**src/hw/rtl/lfupr_pkg.sv**
```systemverilog
// ---------------------------------------------------------------------------
// LFU page replacement package
// Shared constants, field widths, token control struct and state encoding.
// ---------------------------------------------------------------------------
package lfupr_pkg;

  // Default configuration.
  localparam int NUM_FRAMES_D = 4;
  localparam int PAGE_BITS_D  = 16;
  localparam int COUNT_BITS_D = 16;

  // Fixed field widths of the stream payloads.
  localparam int PAGE_FW  = 16;
  localparam int RAND_W   = 8;
  localparam int FRAME_FW = 2;
  localparam int CNT_FW   = 16;

  localparam int IN_W      = 24;
  localparam int OUT_USED  = 1 + FRAME_FW + 1 + PAGE_FW + CNT_FW;
  localparam int OUT_W     = 40;
  localparam int OUT_PAD   = OUT_W - OUT_USED;

  // Control part of the token that walks down the row of frame cells.
  typedef struct packed {
    logic vld;       // token present
    logic fill;      // 0: lookup pass, 1: replacement pass
    logic hit;       // lookup pass found the page
    logic done;      // replacement pass already placed the page
    logic ev_valid;  // a resident page was displaced
  } tok_ctrl_t;

  typedef enum logic [2:0] {
    ST_IDLE,
    ST_SCAN,
    ST_DIV,
    ST_FILL,
    ST_OUT
  } state_t;

endpackage

```
**src/hw/rtl/lfupr_cell.sv**
```systemverilog
// ---------------------------------------------------------------------------
// LFU frame cell
// Holds one frame (valid, page, use count) and registers the token that
// passes through it, updating the lookup or replacement fields on the way.
// ---------------------------------------------------------------------------
module lfupr_cell
  import lfupr_pkg::*;
#(
  parameter int IDX        = 0,
  parameter int NUM_FRAMES = NUM_FRAMES_D,
  parameter int PAGE_BITS  = PAGE_BITS_D,
  parameter int COUNT_BITS = COUNT_BITS_D,
  localparam int NW = $clog2(NUM_FRAMES + 1),
  localparam int IW = $clog2(NUM_FRAMES)
) (
  input  logic                  clk,
  input  logic                  rst_n,
  input  tok_ctrl_t             i_ctrl,
  input  logic [PAGE_BITS-1:0]  i_page,
  input  logic [COUNT_BITS-1:0] i_least,
  input  logic [NW-1:0]         i_n,
  input  logic [IW-1:0]         i_idx,
  input  logic [PAGE_BITS-1:0]  i_ev_page,
  input  logic [COUNT_BITS-1:0] i_ev_cnt,
  output tok_ctrl_t             o_ctrl,
  output logic [PAGE_BITS-1:0]  o_page,
  output logic [COUNT_BITS-1:0] o_least,
  output logic [NW-1:0]         o_n,
  output logic [IW-1:0]         o_idx,
  output logic [PAGE_BITS-1:0]  o_ev_page,
  output logic [COUNT_BITS-1:0] o_ev_cnt
);

  logic                  valid_r, valid_nxt;
  logic [PAGE_BITS-1:0]  page_r, page_nxt;
  logic [COUNT_BITS-1:0] count_r, count_nxt;

  tok_ctrl_t             ctrl_r, ctrl_nxt;
  logic [PAGE_BITS-1:0]  tpage_r, tpage_nxt;
  logic [COUNT_BITS-1:0] least_r, least_nxt;
  logic [NW-1:0]         n_r, n_nxt;
  logic [IW-1:0]         idx_r, idx_nxt;
  logic [PAGE_BITS-1:0]  evp_r, evp_nxt;
  logic [COUNT_BITS-1:0] evc_r, evc_nxt;

  logic lesser, same;

  always_comb begin
    lesser    = count_r < i_least;
    same      = count_r == i_least;
    valid_nxt = valid_r;
    page_nxt  = page_r;
    count_nxt = count_r;
    ctrl_nxt  = i_ctrl;
    tpage_nxt = i_page;
    least_nxt = i_least;
    n_nxt     = i_n;
    idx_nxt   = i_idx;
    evp_nxt   = i_ev_page;
    evc_nxt   = i_ev_cnt;
    if (i_ctrl.vld) begin
      if (!i_ctrl.fill) begin
        if (valid_r && (page_r == i_page) && !i_ctrl.hit) begin
          ctrl_nxt.hit = 1'b1;
          idx_nxt      = IW'(IDX);
          if (count_r != '1) begin
            count_nxt = count_r + 1'b1;
          end
        end
        // Running minimum and number of frames that share it.
        if (lesser) begin
          least_nxt = count_r;
          n_nxt     = NW'(1);
        end else if (same) begin
          n_nxt = i_n + 1'b1;
        end
      end else if (!i_ctrl.done && same) begin
        if (i_n == '0) begin
          valid_nxt         = 1'b1;
          page_nxt          = i_page;
          count_nxt         = COUNT_BITS'(1);
          ctrl_nxt.done     = 1'b1;
          ctrl_nxt.ev_valid = valid_r;
          idx_nxt           = IW'(IDX);
          evp_nxt           = valid_r ? page_r : '0;
          evc_nxt           = valid_r ? count_r : '0;
        end else begin
          n_nxt = i_n - 1'b1;
        end
      end
    end
  end

  always_ff @(posedge clk) begin
    if (!rst_n) begin
      valid_r <= 1'b0;
      count_r <= '0;
      ctrl_r  <= '0;
    end else begin
      valid_r <= valid_nxt;
      count_r <= count_nxt;
      ctrl_r  <= ctrl_nxt;
    end
  end

  always_ff @(posedge clk) begin
    page_r  <= page_nxt;
    tpage_r <= tpage_nxt;
    least_r <= least_nxt;
    n_r     <= n_nxt;
    idx_r   <= idx_nxt;
    evp_r   <= evp_nxt;
    evc_r   <= evc_nxt;
  end

  assign o_ctrl    = ctrl_r;
  assign o_page    = tpage_r;
  assign o_least   = least_r;
  assign o_n       = n_r;
  assign o_idx     = idx_r;
  assign o_ev_page = evp_r;
  assign o_ev_cnt  = evc_r;

endmodule

```
**src/hw/rtl/lfupr_mod.sv**
```systemverilog
// ---------------------------------------------------------------------------
// Tie-break modulo unit
// Restoring division of the random draw by the candidate count, one
// quotient bit per cycle; only the remainder is kept.
// ---------------------------------------------------------------------------
module lfupr_mod
  import lfupr_pkg::*;
#(
  parameter int NUM_FRAMES = NUM_FRAMES_D,
  localparam int NW = $clog2(NUM_FRAMES + 1),
  localparam int CW = $clog2(RAND_W + 1)
) (
  input  logic              clk,
  input  logic              rst_n,
  input  logic              start,
  input  logic [RAND_W-1:0] dividend,
  input  logic [NW-1:0]     divisor,
  output logic              done,
  output logic [NW-1:0]     rem
);

  logic              busy_r, busy_nxt;
  logic              done_r, done_nxt;
  logic [CW-1:0]     cnt_r, cnt_nxt;
  logic [RAND_W-1:0] quo_r, quo_nxt;
  logic [NW-1:0]     rem_r, rem_nxt;
  logic [NW-1:0]     div_r, div_nxt;
  logic [NW:0]       trial;
  logic [NW:0]       diff;

  always_comb begin
    trial    = {rem_r, quo_r[RAND_W-1]};
    diff     = trial - {1'b0, div_r};
    busy_nxt = busy_r;
    done_nxt = 1'b0;
    cnt_nxt  = cnt_r;
    quo_nxt  = quo_r;
    rem_nxt  = rem_r;
    div_nxt  = div_r;
    if (start) begin
      busy_nxt = 1'b1;
      cnt_nxt  = CW'(RAND_W);
      quo_nxt  = dividend;
      rem_nxt  = '0;
      div_nxt  = divisor;
    end else if (busy_r) begin
      // The partial remainder stays below the divisor, so it fits NW bits.
      rem_nxt = (trial >= {1'b0, div_r}) ? diff[NW-1:0] : trial[NW-1:0];
      quo_nxt = {quo_r[RAND_W-2:0], 1'b0};
      cnt_nxt = cnt_r - 1'b1;
      if (cnt_r == CW'(1)) begin
        busy_nxt = 1'b0;
        done_nxt = 1'b1;
      end
    end
  end

  always_ff @(posedge clk) begin
    if (!rst_n) begin
      busy_r <= 1'b0;
      done_r <= 1'b0;
      cnt_r  <= '0;
    end else begin
      busy_r <= busy_nxt;
      done_r <= done_nxt;
      cnt_r  <= cnt_nxt;
    end
  end

  always_ff @(posedge clk) begin
    quo_r <= quo_nxt;
    rem_r <= rem_nxt;
    div_r <= div_nxt;
  end

  assign done = done_r;
  assign rem  = rem_r;

endmodule

```
**src/hw/rtl/lfu_page_replacement_random_tie_unit.sv**
```systemverilog
// ---------------------------------------------------------------------------
// LFU page replacement with random tie-break
// A request walks a row of frame cells, one cell per cycle. A hit is reported
// from the first walk; a miss adds a modulo step that draws among the tied
// least-used frames and a second walk to place the page. A new request is
// taken only after the result of the last one has been loaded for output.
// Synchronous reset empties all frames and clears the control state.
// ---------------------------------------------------------------------------
module lfu_page_replacement_random_tie_unit
  import lfupr_pkg::*;
#(
  parameter int NUM_FRAMES = NUM_FRAMES_D,
  parameter int PAGE_BITS  = PAGE_BITS_D,
  parameter int COUNT_BITS = COUNT_BITS_D
) (
  input  logic             clk,
  input  logic             rst_n,
  input  logic             in_tvalid,
  output logic             in_tready,
  // [15:0] page, [23:16] random_value
  input  logic [IN_W-1:0]  in_tdata,
  output logic             out_tvalid,
  input  logic             out_tready,
  // [0] hit, [2:1] frame, [3] evicted_valid, [19:4] evicted_page,
  // [35:20] evicted_count, [39:36] zero
  output logic [OUT_W-1:0] out_tdata
);

  localparam int NW = $clog2(NUM_FRAMES + 1);
  localparam int IW = $clog2(NUM_FRAMES);

  tok_ctrl_t             ch_ctrl  [NUM_FRAMES+1];
  logic [PAGE_BITS-1:0]  ch_page  [NUM_FRAMES+1];
  logic [COUNT_BITS-1:0] ch_least [NUM_FRAMES+1];
  logic [NW-1:0]         ch_n     [NUM_FRAMES+1];
  logic [IW-1:0]         ch_idx   [NUM_FRAMES+1];
  logic [PAGE_BITS-1:0]  ch_evp   [NUM_FRAMES+1];
  logic [COUNT_BITS-1:0] ch_evc   [NUM_FRAMES+1];

  state_t                state_r, state_nxt;
  logic [PAGE_BITS-1:0]  page_r, page_nxt;
  logic [RAND_W-1:0]     rnd_r, rnd_nxt;
  logic [COUNT_BITS-1:0] least_r, least_nxt;

  logic                  res_hit_r, res_evv_r;
  logic [IW-1:0]         res_idx_r;
  logic [PAGE_BITS-1:0]  res_evp_r;
  logic [COUNT_BITS-1:0] res_evc_r;
  logic                  out_tvalid_r, out_tvalid_nxt;
  logic [OUT_W-1:0]      out_tdata_r;

  logic                  accept, inj_scan, inj_fill, div_start, res_en, out_load;
  logic                  div_done;
  logic [NW-1:0]         div_rem;
  tok_ctrl_t             tail;

  assign tail   = ch_ctrl[NUM_FRAMES];
  assign accept = in_tvalid && in_tready;

  // Token entering the first cell.
  always_comb begin
    ch_ctrl[0]  = '0;
    ch_page[0]  = page_r;
    ch_least[0] = '1;
    ch_n[0]     = '0;
    ch_idx[0]   = '0;
    ch_evp[0]   = '0;
    ch_evc[0]   = '0;
    if (inj_scan) begin
      ch_ctrl[0].vld = 1'b1;
      ch_page[0]     = PAGE_BITS'(in_tdata[PAGE_FW-1:0]);
    end else if (inj_fill) begin
      ch_ctrl[0].vld  = 1'b1;
      ch_ctrl[0].fill = 1'b1;
      ch_least[0]     = least_r;
      ch_n[0]         = div_rem;
    end
  end

  for (genvar g = 0; g < NUM_FRAMES; g++) begin : g_cell
    lfupr_cell #(
      .IDX        (g),
      .NUM_FRAMES (NUM_FRAMES),
      .PAGE_BITS  (PAGE_BITS),
      .COUNT_BITS (COUNT_BITS)
    ) u_cell (
      .clk       (clk),
      .rst_n     (rst_n),
      .i_ctrl    (ch_ctrl[g]),
      .i_page    (ch_page[g]),
      .i_least   (ch_least[g]),
      .i_n       (ch_n[g]),
      .i_idx     (ch_idx[g]),
      .i_ev_page (ch_evp[g]),
      .i_ev_cnt  (ch_evc[g]),
      .o_ctrl    (ch_ctrl[g+1]),
      .o_page    (ch_page[g+1]),
      .o_least   (ch_least[g+1]),
      .o_n       (ch_n[g+1]),
      .o_idx     (ch_idx[g+1]),
      .o_ev_page (ch_evp[g+1]),
      .o_ev_cnt  (ch_evc[g+1])
    );
  end

  lfupr_mod #(
    .NUM_FRAMES (NUM_FRAMES)
  ) u_mod (
    .clk      (clk),
    .rst_n    (rst_n),
    .start    (div_start),
    .dividend (rnd_r),
    .divisor  (ch_n[NUM_FRAMES]),
    .done     (div_done),
    .rem      (div_rem)
  );

  // Next state.
  always_comb begin
    state_nxt = state_r;
    unique case (state_r)
      ST_IDLE: if (in_tvalid) state_nxt = ST_SCAN;
      ST_SCAN: begin
        if (tail.vld) state_nxt = tail.hit ? ST_OUT : ST_DIV;
      end
      ST_DIV:  if (div_done) state_nxt = ST_FILL;
      ST_FILL: if (tail.vld) state_nxt = ST_OUT;
      ST_OUT:  if (!out_tvalid_r || out_tready) state_nxt = ST_IDLE;
      default: state_nxt = ST_IDLE;
    endcase
  end

  // Control outputs of the sequencer.
  always_comb begin
    in_tready = (state_r == ST_IDLE);
    inj_scan  = (state_r == ST_IDLE) && in_tvalid;
    inj_fill  = (state_r == ST_DIV) && div_done;
    div_start = (state_r == ST_SCAN) && tail.vld && !tail.hit;
    res_en    = ((state_r == ST_SCAN) && tail.vld && tail.hit) ||
                ((state_r == ST_FILL) && tail.vld);
    out_load  = (state_r == ST_OUT) && (!out_tvalid_r || out_tready);
  end

  always_comb begin
    page_nxt  = page_r;
    rnd_nxt   = rnd_r;
    least_nxt = least_r;
    if (accept) begin
      page_nxt = PAGE_BITS'(in_tdata[PAGE_FW-1:0]);
      rnd_nxt  = in_tdata[PAGE_FW +: RAND_W];
    end
    if (div_start) begin
      least_nxt = ch_least[NUM_FRAMES];
    end
    out_tvalid_nxt = out_tvalid_r;
    if (out_load) begin
      out_tvalid_nxt = 1'b1;
    end else if (out_tready) begin
      out_tvalid_nxt = 1'b0;
    end
  end

  always_ff @(posedge clk) begin
    if (!rst_n) begin
      state_r      <= ST_IDLE;
      out_tvalid_r <= 1'b0;
    end else begin
      state_r      <= state_nxt;
      out_tvalid_r <= out_tvalid_nxt;
    end
  end

  always_ff @(posedge clk) begin
    page_r  <= page_nxt;
    rnd_r   <= rnd_nxt;
    least_r <= least_nxt;
    if (res_en) begin
      res_hit_r <= tail.hit;
      res_idx_r <= ch_idx[NUM_FRAMES];
      res_evv_r <= tail.ev_valid;
      res_evp_r <= ch_evp[NUM_FRAMES];
      res_evc_r <= ch_evc[NUM_FRAMES];
    end
    if (out_load) begin
      out_tdata_r <= {{OUT_PAD{1'b0}}, CNT_FW'(res_evc_r), PAGE_FW'(res_evp_r),
                      res_evv_r, FRAME_FW'(res_idx_r), res_hit_r};
    end
  end

  assign out_tvalid = out_tvalid_r;
  assign out_tdata  = out_tdata_r;

endmodule

```
**config.mk**
```make
export PLATFORM = sky130hd
export DESIGN_NAME = lfu_page_replacement_random_tie_unit
export DESIGN_NICKNAME = d
export VERILOG_FILES = /design/src/hw/rtl/lfupr_pkg.sv /design/src/hw/rtl/lfupr_cell.sv /design/src/hw/rtl/lfupr_mod.sv /design/src/hw/rtl/lfu_page_replacement_random_tie_unit.sv
export SDC_FILE = /design/constraint.sdc
export NUM_CORES = 1
export LEC_CHECK = 0
export ABC_AREA = 1
export ABC_CLOCK_PERIOD_IN_PS = 4760
export BUFFER_PORTS_ARGS = -buffer_cell sky130_fd_sc_hd__buf_2
export CAP_MARGIN = 40
export CORE_MARGIN = 3
export CORE_UTILIZATION = 42
export DETAILED_ROUTE_END_ITERATION = 7
export SLEW_MARGIN = 20
export SYNTH_ARGS = -nofsm -noshare
export SYNTH_HDL_FRONTEND = slang
export SYNTH_SLANG_ARGS = --single-unit
```
**constraint.sdc**
```tcl
create_clock -name clk -period 4.76 [get_ports clk]
set_clock_uncertainty 0.2 [all_clocks]
set_input_delay 0.238 -clock clk [delete_from_list [all_inputs] [get_ports clk]]
set_output_delay 0.238 -clock clk [all_outputs]
set_load 0.03 [all_outputs]
```
==> metrics.md, run 1 <==
| Metric | Value |
|---|---|
| HPWL after detailed placement | a little over 40 mm |
| First-pass GRT wire length | approximately 88 mm |
| Synthesized area per cell | 8.78 sq um |
| Commonest non-fill, non-tap cells in the layout | 551 x nand2_1, 356 x dfxtp_1, 305 x inv_1, 234 x nor2_1, 189 x o21ai_0 |
| Critical path capture point type | flip-flop |
| Number of cells traversed by the worst register-to-register path | 15 |
| Largest net degree at the start of global routing | 42 |
| Number of enable flip-flop cells after synthesis | 171 |
| Post-layout min period | 3.85 ns |
| Syn. warnings | 0 |
| Power share of the combinational group | 0.105 |
| Worst supply voltage drop on vdd | 0.272 mV |
| Antenna violations before repair | 0 |
| Inserted Clock Buffers | 55 |
| Internal Power | a little under 8 mW |
| Total number of vias | around 17,000 |
| Overall die area | 54,700 sq um |
| Area Growth Syn to Fin | 14.7% |
| Share of total power in the clock network | 0.398 |
| Number of placement rows | 82 |
| Die boundary height | 234 um |
| Net count, final | ~2,700 |
| Fmax | 0.260 GHz |
| Worst min path class | in2reg |
| Hold Fails Final Rpt | 0 |
| Detail-routed net length per standard cell | 16.7 um |
| Worst-path maximum fanout | ~40 |
| Setup repair after global routing missed its margin | no |
| Setup violation total in the final timing report | 0 |
| CP startpoint kind | flip-flop |
| Sw power | 2.87 mW |
| Clock latency reported for the late side of the worst-skew pair | ~0.6 ns |
| Width of the die | 234 um |
| Aggregate routed wire length | 55.3 mm |
| Max-cap violations | 0 |
| Clock-pin transition on the worst setup and hold timing paths | 0.06 ns |
| Boundary Pins | 70 |
| Number of global-route vias before repair | 16,281 |
| Placer congestion estimate | between 0.9 and 1 |
| Commonest non-fill, non-tap cell in the layout | nand2_1 |
| Number of detailed-routing iterations run before antenna repair | 5 |
| Final worst-path cycle share | 0.809 |
| Status | finished clean |
| Number of input and output port buffers inserted | 65 |
| Sw frac | 0.265 |
| Initial core utilization | 0.430 |
| Max-slew violations | 0 |
| Share of layout cells above drive strength 1 | 0.0785 |
| CTS max path bufs | 3 |
| Cell area after synthesis | 21,800 sq um |
| Hold Path Stages | 2 |
| Share of flip-flops with an asynchronous set or reset after synthesis | 0 |
| Placeable core region | 50,700 sq um |
| Number of remaining DRC errors | 0 |
| Path type of the worst setup path | reg2reg |
| Clock Sink Count | 527 |
| Worst max-slew margin expressed relative to the limit | 0.466 |
| Vias per Instance | 5.04 |
| Grt ovf | 0 |
| Worst slack at placement | 0.895 ns |
| Ys flop type | dfxtp_1 |
| Number of gates resized after cts | 0 |
| Arrival time of data at the critical path endpoint | 4.18 ns |
| All-layer global routing usage | 0.204 |
| ANT nets after route | 0 |
| Power density of the placed cells | between 400 and 500 nW/um^2 |
| Post-route setup TNS | 0 ns |
| Share of total power in sequential cells | 0.497 |
| Cell Count, Final, Fillers Out | 3,310 |
| Distinct cell type count after synthesis | 48 |
| Flip-flop and latch count after synthesis | 527 |
| Placed Cells incl. Taps | 3,174 |
| Seq/Total Area, Yosys | 0.562 |
| Post-synthesis instance total | 2,484 |
| CTS HTree Levels | 2 |
| Tightest Pin Transition | 0.794 ns |
| Clock tree from TritonCTS | built |
| Critical path required time | 5.09 ns |
| Starting DRT DRC Count | 1,540 |
| Final Worst Setup Slack | 0.909 ns |
| Clock Root Buffer | clkbuf_16 |
| Cell leakage power | 10.4 nW |
==> layer usage <==
metal  wire length (um)  GRT usage  vias to the layer above
li1                   -          -                     8411
met3               2470     0.0258                      107
met2              24900      0.327                      447
met4               1660     0.0713                        0
met5                  0          0                        -
met1              26200      0.286                     7710
==> cell usage after synthesis, types with 2 or more instances <==
master,count,area [sq um]
nor3_1,42,210
nand4_1,81,507
o21ai_0,189,946
dfxtp_1,356,7130
buf_6,4,45.0
inv_1,305,1140
and3_1,2,12.5
nor2_1,235,882
nand3b_1,5,37.5
buf_1,5,18.8
clkinv_1,4,15.0
a21oi_1,106,531
nand3_1,129,646
nand2_1,551,2070
nor4_1,10,62.6
o21a_1,2,15.0
a31oi_1,25,156
nor3b_1,6,45.0
nor3_2,2,20.0
ha_1,86,1080
buf_2,9,45.0
and2_1,2,12.5
xnor2_1,6,52.6
inv_2,5,18.8
buf_4,6,45.0
a211oi_1,3,22.5
o21ai_1,3,15.0
clkbuf_1,48,180
nand2_2,11,68.8
o211ai_1,9,67.6
nand2_4,2,22.5
o22ai_1,3,18.8
xor2_1,34,298
nor2_4,3,33.8
or2_2,8,50.1
o2111ai_1,4,35.0
nor2_2,2,12.5
edfxtp_1,171,5130
==> through the flow <==
stage	area (sq um)	total power, mW	hold slack (ns)	utilization
CTS	25000	10.9	0.0977	0.493
floorplan	21800	6.12	0.137	-
global route	25000	11.3	0.112	0.493
finish	25000	10.8	0.137	0.493
detailed placement	22900	6.57	0.189	0.451
global placement	22800	6.53	0.186	0.450
==> worst paths after layout <==
| kind | start | endpoint | slack [ns] |
|---|---|---|---|
| worst max register to register | state_r[2]$_SDFFE_PN0P_ | g_cell[0].u_cell.o_ctrl[0]$_SDFF_PN0_ | 0.91 |
| worst min register to register | g_cell[3].u_cell.o_least[14]$_DFF_P_ | least_r[14]$_DFFE_PP_ | 0.20 |
| worst max-delay path | state_r[2]$_SDFFE_PN0P_ | g_cell[0].u_cell.o_ctrl[0]$_SDFF_PN0_ | 0.91 |
| worst min-delay path | in_tdata[23] | rnd_r[7]$_DFFE_PN_ | 0.14 |
==> critical path, stage by stage (launching register included) <==
cell     delay, ns
dfxtp_1       0.38
nor2_4        0.41
nand3_1       0.18
buf_4         0.30
nor2_1        0.19
ha_1          0.20
nand3_1       0.15
nor3_1        0.20
nand2_1       0.15
inv_1         0.13
nand2_1       0.08
inv_1         0.06
buf_4         0.26
nand2_1       0.38
buf_4         0.34
nor3_1        0.13
==> state kept, by name, indices dropped and copies added, names as in the netlist, 18 cells and up <==
| name | count |
|---|---|
| g_cell.u_cell.count_r | 64 |
| g_cell.u_cell.o_ctrl | 18 |
| g_cell.u_cell.o_ev_cnt | 64 |
| g_cell.u_cell.o_ev_page | 64 |
| g_cell.u_cell.o_least | 64 |
| g_cell.u_cell.o_page | 48 |
| g_cell.u_cell.page_r | 64 |
| out_tdata | 36 |
==> power groups by stage <==
stage                     combinational (mW)  sequential, mW  clock, mW
final                                   1.14            5.37       4.30
after global routing                    1.30            5.42       4.60
after CTS                               1.13            5.37       4.40
after detailed placement                1.10            5.47          0
after global placement                  1.07            5.45          0
after floorplan                        0.813            5.30          0
==> final cells by class <==
type                            count  area, sq um
Fill cell                        4737        25700
Sequential cell                   527        12300
Multi-Input combinational cell   1573         8040
Clock buffer                       77         1520
Inverter                          314         1180
Timing Repair Buffer              119          851
Tap cell                          672          841
Clock inverter                     27          308
Antenna cell                        1         2.50
==> cells by family after synthesis <==
| group | Yosys count | synth area share |
|---|---|---|
| simple gates | 1094 | 0.217 |
| flops | 527 | 0.562 |
| buf+inv | 387 | 0.0696 |
| compound gates | 348 | 0.0845 |
| fa+ha+maj | 87 | 0.0503 |
| xor+xnor | 40 | 0.0161 |
| other cells | 1 | 0.000172 |
==> timing repair <==
item	in CTS	in global routing
hold buffers	31	0
setup buffers	0	0
hold endpoints to repair	48	0
Note: power is estimated with default switching activity, not from simulation.
==> inputs of run 2 (changes only) <==
--- a/config.mk
+++ b/config.mk
@@ -6,7 +6,7 @@
 export NUM_CORES = 1
 export LEC_CHECK = 0
 export ABC_AREA = 1
-export ABC_CLOCK_PERIOD_IN_PS = 4760
+export ABC_CLOCK_PERIOD_IN_PS = 3900
 export BUFFER_PORTS_ARGS = -buffer_cell sky130_fd_sc_hd__buf_2
 export CAP_MARGIN = 40
 export CORE_MARGIN = 3
==> constraint.sdc (replaced) <==
create_clock -name clk -period 3.9 [get_ports clk]
set_clock_uncertainty 0.2 [all_clocks]
set_input_delay 0.195 -clock clk [delete_from_list [all_inputs] [get_ports clk]]
set_output_delay 0.195 -clock clk [all_outputs]
set_load 0.03 [all_outputs]
==> run 2 against run 1 <==
Critical path type unchanged. Final cell count up 0.12%. Largest cell class unchanged. First-iteration DRC count shrank 13%. Cell area rose by 0.46%. Total power up 24%.
==> metrics.md, run 2 (synthesized netlist as in run 1, its figures left out) <==
| Metric | Value |
|---|---|
| Status | finished clean |
| Critical path required time | 4.23 ns |
| Commonest non-fill, non-tap cells in the layout | 551 x nand2_1, 356 x dfxtp_1, 305 x inv_1, 234 x nor2_1, 189 x o21ai_0 |
| First-pass GRT wire length | 88.5 mm |
| Critical path endpoint | g_cell[0].u_cell.count_r[12]$_SDFFE_PN0P_ |
| Placeable core region | 50,700 sq um |
| Inserted Clock Buffers | 55 |
| Footprint of the multi-input gates | approximately 8000 sq um |
| Clock Sink Count | 527 |
| Clock Root Buffer | clkbuf_16 |
| HPWL after detailed placement | 41.4 mm |
| Max-cap violations | 0 |
| Worst supply voltage drop on vdd | 0.346 mV |
| Clock latency reported for the late side of the worst-skew pair | 0.63 ns |
| Post-route setup TNS | 0 ns |
| Path type of the worst setup path | reg2reg |
| Filler cell count in the final layout | 4,753 |
| Number of input and output port buffers inserted | 65 |
| Start point of the critical path | state_r[2]$_SDFFE_PN0P_ |
| Final Worst Setup Slack | 0.469 ns |
| Share of layout cells above drive strength 1 | 0.0825 |
| Clock tree from TritonCTS | built |
| CP startpoint kind | flip-flop |
| Number of gates resized after cts | 0 |
| CTS max path bufs | 3 |
| Commonest non-fill, non-tap cell in the layout | nand2_1 |
| Number of cells traversed by the worst register-to-register path | 16 |
| Antenna violations before repair | 1 |
| All-layer global routing usage | 0.205 |
| Hold Fails Final Rpt | 0 |
| Number of remaining DRC errors | 0 |
| Power density of the placed cells | around 540 nW/um^2 |
| Buffers inserted by post-CTS timing repair | 0 |
| Worst min path class | in2reg |
| Starting DRT DRC Count | 1,333 |
| Post-layout min period | 3.43 ns |
| Net count, final | about 2,700 |
| Worst-path maximum fanout | 31 |
| Initial core utilization | 0.430 |
| FF-to-FF setup slack | approximately 0.47 ns |
| Overall die area | roughly 55,000 sq um |
| Number of global-route vias before repair | between 15,000 and 20,000 |
| Placer congestion estimate | 0.949 |
| Aggregate routed wire length | 56.0 mm |
| Setup repair after global routing missed its margin | no |
| Largest net degree at the start of global routing | 52 |
| Boundary Pins | 70 |
| Width of the die | 234 um |
| ANT nets after route | 0 |
| Count of inserted antenna diode cells | 0 |
| Tightest Pin Transition | roughly 0.7 ns |
| Total number of vias | approximately 17,000 |
| Placed Cells incl. Taps | 3,181 |
| Arrival time of data at the critical path endpoint | ~3.8 ns |
| Grt ovf | 0 |
| Number of detailed-routing iterations run before antenna repair | 6 |
| Source of the worst register-to-register timing path | state_r[2]$_SDFFE_PN0P_ |
| R2R Path End | g_cell[0].u_cell.count_r[12]$_SDFFE_PN0P_ |
| Worst slack at placement | 0.478 ns |
| CTS HTree Levels | 2 |
| Fmax | just under 0.3 GHz |
| Critical path capture point type | flip-flop |
| FF+latch area | 12,300 sq um |
| Clock-pin transition on the worst setup and hold timing paths | 0.06 ns |
| Die boundary height | 234 um |
| Cell Count, Final, Fillers Out | 3,314 |
| Cell leakage power | 10.6 nW |
| Number of placement rows | 82 |
| Setup violation total in the final timing report | 0 |
| Final worst-path cycle share | 0.880 |
| Area Growth Syn to Fin | 15.2% |
| Vias per Instance | 5.08 |
| Detail-routed net length per standard cell | 16.9 um |
| Hold-fix buffer count after cts | 28 |
| Max-slew violations | 0 |
| Worst max-slew margin expressed relative to the limit | 0.526 |
| Final worst hold slack | 0.116 ns |
-- run 2: changes by cell type in the layout (fill, tap and decap cells not counted), moves of 2 or more --
cell	before	now
buf_4	19	30
buf_8	3	1
clkbuf_1	18	14
clkbuf_16	57	60
clkbuf_8	2	9
clkinv_2	10	4
dlygate4sd3_1	31	28
-- run 2: layout make-up --
cell class | instances | area share
sequential | 527 | 0.488
inverter | 314 | 0.0469
clock inverter | 21 | 0.0109
clock buffer | 83 | 0.0668
multi-input combinational | 1573 | 0.320
tap | 672 | 0.0335
timing repair buffer | 124 | 0.0337
-- run 2: worst max-delay path, stage by stage (launching register included) --
cell,delay [ns]
dfxtp_1,0.38
nor2_4,0.15
buf_4,0.25
nand3_4,0.33
inv_2,0.40
nand2_1,0.14
nand2_1,0.17
nand2_1,0.07
nand2_1,0.06
nand2_1,0.05
nor2_1,0.10
nand4_1,0.19
nand2_2,0.47
nand2_1,0.13
nand2_1,0.09
nand2_1,0.05
nor2_1,0.11
-- run 2: metrics by stage --
stage                util  total power, mW  cell area, sq um
finish              0.496             13.4             25100
CTS                 0.495             13.6             25100
floorplan               -             7.46             21800
global route        0.496             14.0             25100
detailed placement  0.451             8.04             22900
global placement    0.451             8.00             22900
-- run 2: where the power goes --
| part | internal, mW | total [mW] | switching, mW |
|---|---|---|---|
| logic | 0.488 | 1.42 | 0.933 |
| clock network | 3.26 | 5.46 | 2.20 |
| registers | 6.15 | 6.56 | 0.407 |
| total | 9.90 | 13.4 | 3.54 |
-- run 2: per-layer routing --
layer | vias to the layer above | part of all wire | GRT usage
met5 | - | 0 | 0
met3 | 113 | 0.049 | 0.0249
li1 | 8409 | - | -
met4 | 0 | 0.033 | 0.0748
met1 | 7764 | 0.48 | 0.293
met2 | 540 | 0.44 | 0.322
-- run 2: worst min-delay path by stage --
stage | to | cells after the start | start | slack [ns]
after global placement | rnd_r[0]$_DFFE_PN_ | 1 | in_tdata[16] | 0.18
after floorplan | rnd_r[0]$_DFFE_PN_ | 0 | in_tdata[16] | 0.09
after detailed placement | g_cell[2].u_cell.o_page[13]$_DFF_P_ | 0 | g_cell[1].u_cell.o_page[13]$_DFF_P_ | 0.17
after global routing | rnd_r[7]$_DFFE_PN_ | 2 | in_tdata[23] | 0.09
after CTS | rnd_r[7]$_DFFE_PN_ | 2 | in_tdata[23] | 0.09
final | rnd_r[7]$_DFFE_PN_ | 2 | in_tdata[23] | 0.12
==> inputs of run 3 (changes only) <==
--- a/config.mk
+++ b/config.mk
@@ -11,6 +11,7 @@
 export CAP_MARGIN = 40
 export CORE_MARGIN = 3
 export CORE_UTILIZATION = 42
+export CTS_BUF_LIST = sky130_fd_sc_hd__clkbuf_8 sky130_fd_sc_hd__clkbuf_16
 export DETAILED_ROUTE_END_ITERATION = 7
 export SLEW_MARGIN = 20
 export SYNTH_ARGS = -nofsm -noshare
==> run 3 against run 2 <==
Sequential power barely moved. Total power decreased by 0.24%. Non-clock buffer count stayed put. First-iteration DRC count up 0.60%. Die area did not move. Critical path depth did not move. Worst setup slack got worse by 0.00085 ns. Register-to-register slack is essentially flat. Combinational power about the same. Via count is essentially flat. Final cell count is the same. Core utilization unchanged. Critical endpoint unchanged. Largest cell class unchanged. Highest routed layer unchanged.
==> metrics.md, run 3 (synthesized netlist as in run 1, its figures left out) <==
| Metric | Value |
|---|---|
| HPWL after detailed placement | around 41 mm |
| Commonest non-fill, non-tap cells in the layout | 551 x nand2_1, 356 x dfxtp_1, 319 x inv_1, 234 x nor2_1, 189 x o21ai_0 |
| ANT nets after route | 0 |
| Final worst-path cycle share | 0.880 |
| Placed Cells incl. Taps | 3,181 |
| Path type of the worst setup path | reg2reg |
| Grt ovf | 0 |
| CTS max path bufs | 3 |
| Worst supply voltage drop on vdd | 0.339 mV |
| Area of all placed cells without fillers | 25,100 sq um |
| Number of remaining DRC errors | 0 |
| Share of total power in the clock network | 0.405 |
| Area post-placement | 22,900 sq um |
| Arrival time of data at the critical path endpoint | 3.76 ns |
| Net count, final | 2,710 |
| Starting DRT DRC Count | around 1,300 |
| CP startpoint kind | flip-flop |
| Setup violation total in the final timing report | 0 |
| Max-slew violations | 0 |
| CTS HTree Levels | 2 |
| Post-route setup TNS | 0 ns |
| Placer congestion estimate | 0.949 |
| Initial core utilization | 0.430 |
| Count of inserted antenna diode cells | 0 |
| Cell leakage power | 10.6 nW |
| Clock Root Buffer | clkbuf_16 |
| Clock tree from TritonCTS | built |
| Fmax | ~0.29 GHz |
| First-pass GRT wire length | 88.5 mm |
| Total number of vias | 16,834 |
| Area Growth Syn to Fin | 15.2% |
| All-layer global routing usage | 0.205 |
| Die boundary height | 234 um |
| Number of placement rows | between 80 and 90 |
| Worst-path maximum fanout | 31 |
| Clock Sink Count | approximately 530 |
| Share of layout cells above drive strength 1 | 0.0825 |
| Status | finished clean |
| Share of total power in sequential cells | 0.489 |
| Max-cap violations | 0 |
| Critical path required time | about 4.2 ns |
| Vias per Instance | 5.08 |
| Final Worst Setup Slack | between 0.4 and 0.5 ns |
| Cell Count, Final, Fillers Out | around 3,300 |
| Boundary Pins | 70 |
| Post-layout min period | approximately 3.4 ns |
| Aggregate routed wire length | 56.0 mm |
| Critical path capture point type | flip-flop |
| Worst max-slew margin expressed relative to the limit | 0.526 |
| Largest net degree at the start of global routing | 52 |
| Sw power | 3.55 mW |
| Clock latency reported for the late side of the worst-skew pair | ~0.63 ns |
| Number of input and output port buffers inserted | 65 |
| Internal Power | 9.86 mW |
| Hold Fails Final Rpt | 0 |
| Detail-routed net length per standard cell | 16.9 um |
| Commonest non-fill, non-tap cell in the layout | nand2_1 |
| Sw frac | 0.264 |
| Number of global-route vias before repair | 16,173 |
| Overall die area | about 55,000 sq um |
| Setup repair after global routing missed its margin | no |
| Inserted Clock Buffers | 55 |
| Number of gates resized after cts | 0 |
| Number of detailed-routing iterations run before antenna repair | 5 |
| Antenna violations before repair | 1 |
| Worst slack at placement | 0.478 ns |
| Placeable core region | 50,700 sq um |
| Tightest Pin Transition | 0.706 ns |
| Worst min path class | in2reg |
| Power share of the combinational group | 0.106 |
| Width of the die | 234 um |
| Power density of the placed cells | 534 nW/um^2 |
| Clock-pin transition on the worst setup and hold timing paths | roughly 0.06 ns |
## run 3: changes by cell type in the layout (fill, tap and decap cells not counted)
| cell | before | now |
|---|---|---|
| inv_1 | 305 | 319 |
| clkbuf_1 | 14 | 0 |
## run 3: stage by stage
stage / hold WS [ns] / util / total power, mW
6_report: 0.116 / 0.496 / 13.4
2_1_floorplan: 0.0939 / - / 7.46
3_3_place_gp: 0.175 / 0.451 / 8.00
3_5_place_dp: 0.172 / 0.451 / 8.04
4_1_cts: 0.0877 / 0.495 / 13.5
5_1_grt: 0.0923 / 0.496 / 14.0
## run 3: power groups by stage
| stage | Combinational [mW] | Clock [mW] | Sequential, mW |
|---|---|---|---|
| 6_report | 1.42 | 5.43 | 6.56 |
| 2_1_floorplan | 0.992 | 0 | 6.47 |
| 4_1_cts | 1.41 | 5.55 | 6.56 |
| 3_3_place_gp | 1.34 | 0 | 6.66 |
| 3_5_place_dp | 1.37 | 0 | 6.67 |
| 5_1_grt | 1.62 | 5.78 | 6.62 |
## run 3: what timing repair did
action,4_1_cts,5_1_grt
setup buffers,0,0
endpoints found under the hold margin,74,0
hold buffers,28,0
## run 3: final timing paths
kind | slack (ns) | from | to | cells after the start
setup / recovery | 0.47 | state_r[2]$_SDFFE_PN0P_ | g_cell[0].u_cell.count_r[12]$_SDFFE_PN0P_ | 16
hold / removal | 0.12 | in_tdata[23] | rnd_r[7]$_DFFE_PN_ | 2
setup reg to reg | 0.47 | state_r[2]$_SDFFE_PN0P_ | g_cell[0].u_cell.count_r[12]$_SDFFE_PN0P_ | 16
hold reg to reg | 0.17 | g_cell[1].u_cell.o_page[13]$_DFF_P_ | g_cell[2].u_cell.o_page[13]$_DFF_P_ | 0
## run 3: worst max-delay path: stages, from the launching register on
cell and delay (ns):
dfxtp_1 0.38, nor2_4 0.15, buf_4 0.25, nand3_4 0.33, inv_2 0.40, nand2_1 0.14
nand2_1 0.17, nand2_1 0.07, nand2_1 0.06, nand2_1 0.05, nor2_1 0.10, nand4_1 0.19
nand2_2 0.47, nand2_1 0.13, nand2_1 0.09, nand2_1 0.05, nor2_1 0.11
## run 3: per-layer routing
| layer | GRT usage | part of all wire | routed length, um |
|---|---|---|---|
| met4 | 0.0748 | 0.034 | 1890 |
| met5 | 0 | 0 | 0 |
| met3 | 0.0249 | 0.048 | 2710 |
| met1 | 0.293 | 0.48 | 26700 |
| met2 | 0.322 | 0.44 | 24700 |
## run 3: area by class of cell
type / count / area (sq um)
fill: 4753 / 25600
sequential: 527 / 12300
timing repair buffer: 124 / 846
tap: 672 / 841
clock buffer: 69 / 1630
clock inverter: 35 / 327
multi-input combinational: 1573 / 8040
inverter: 314 / 1180
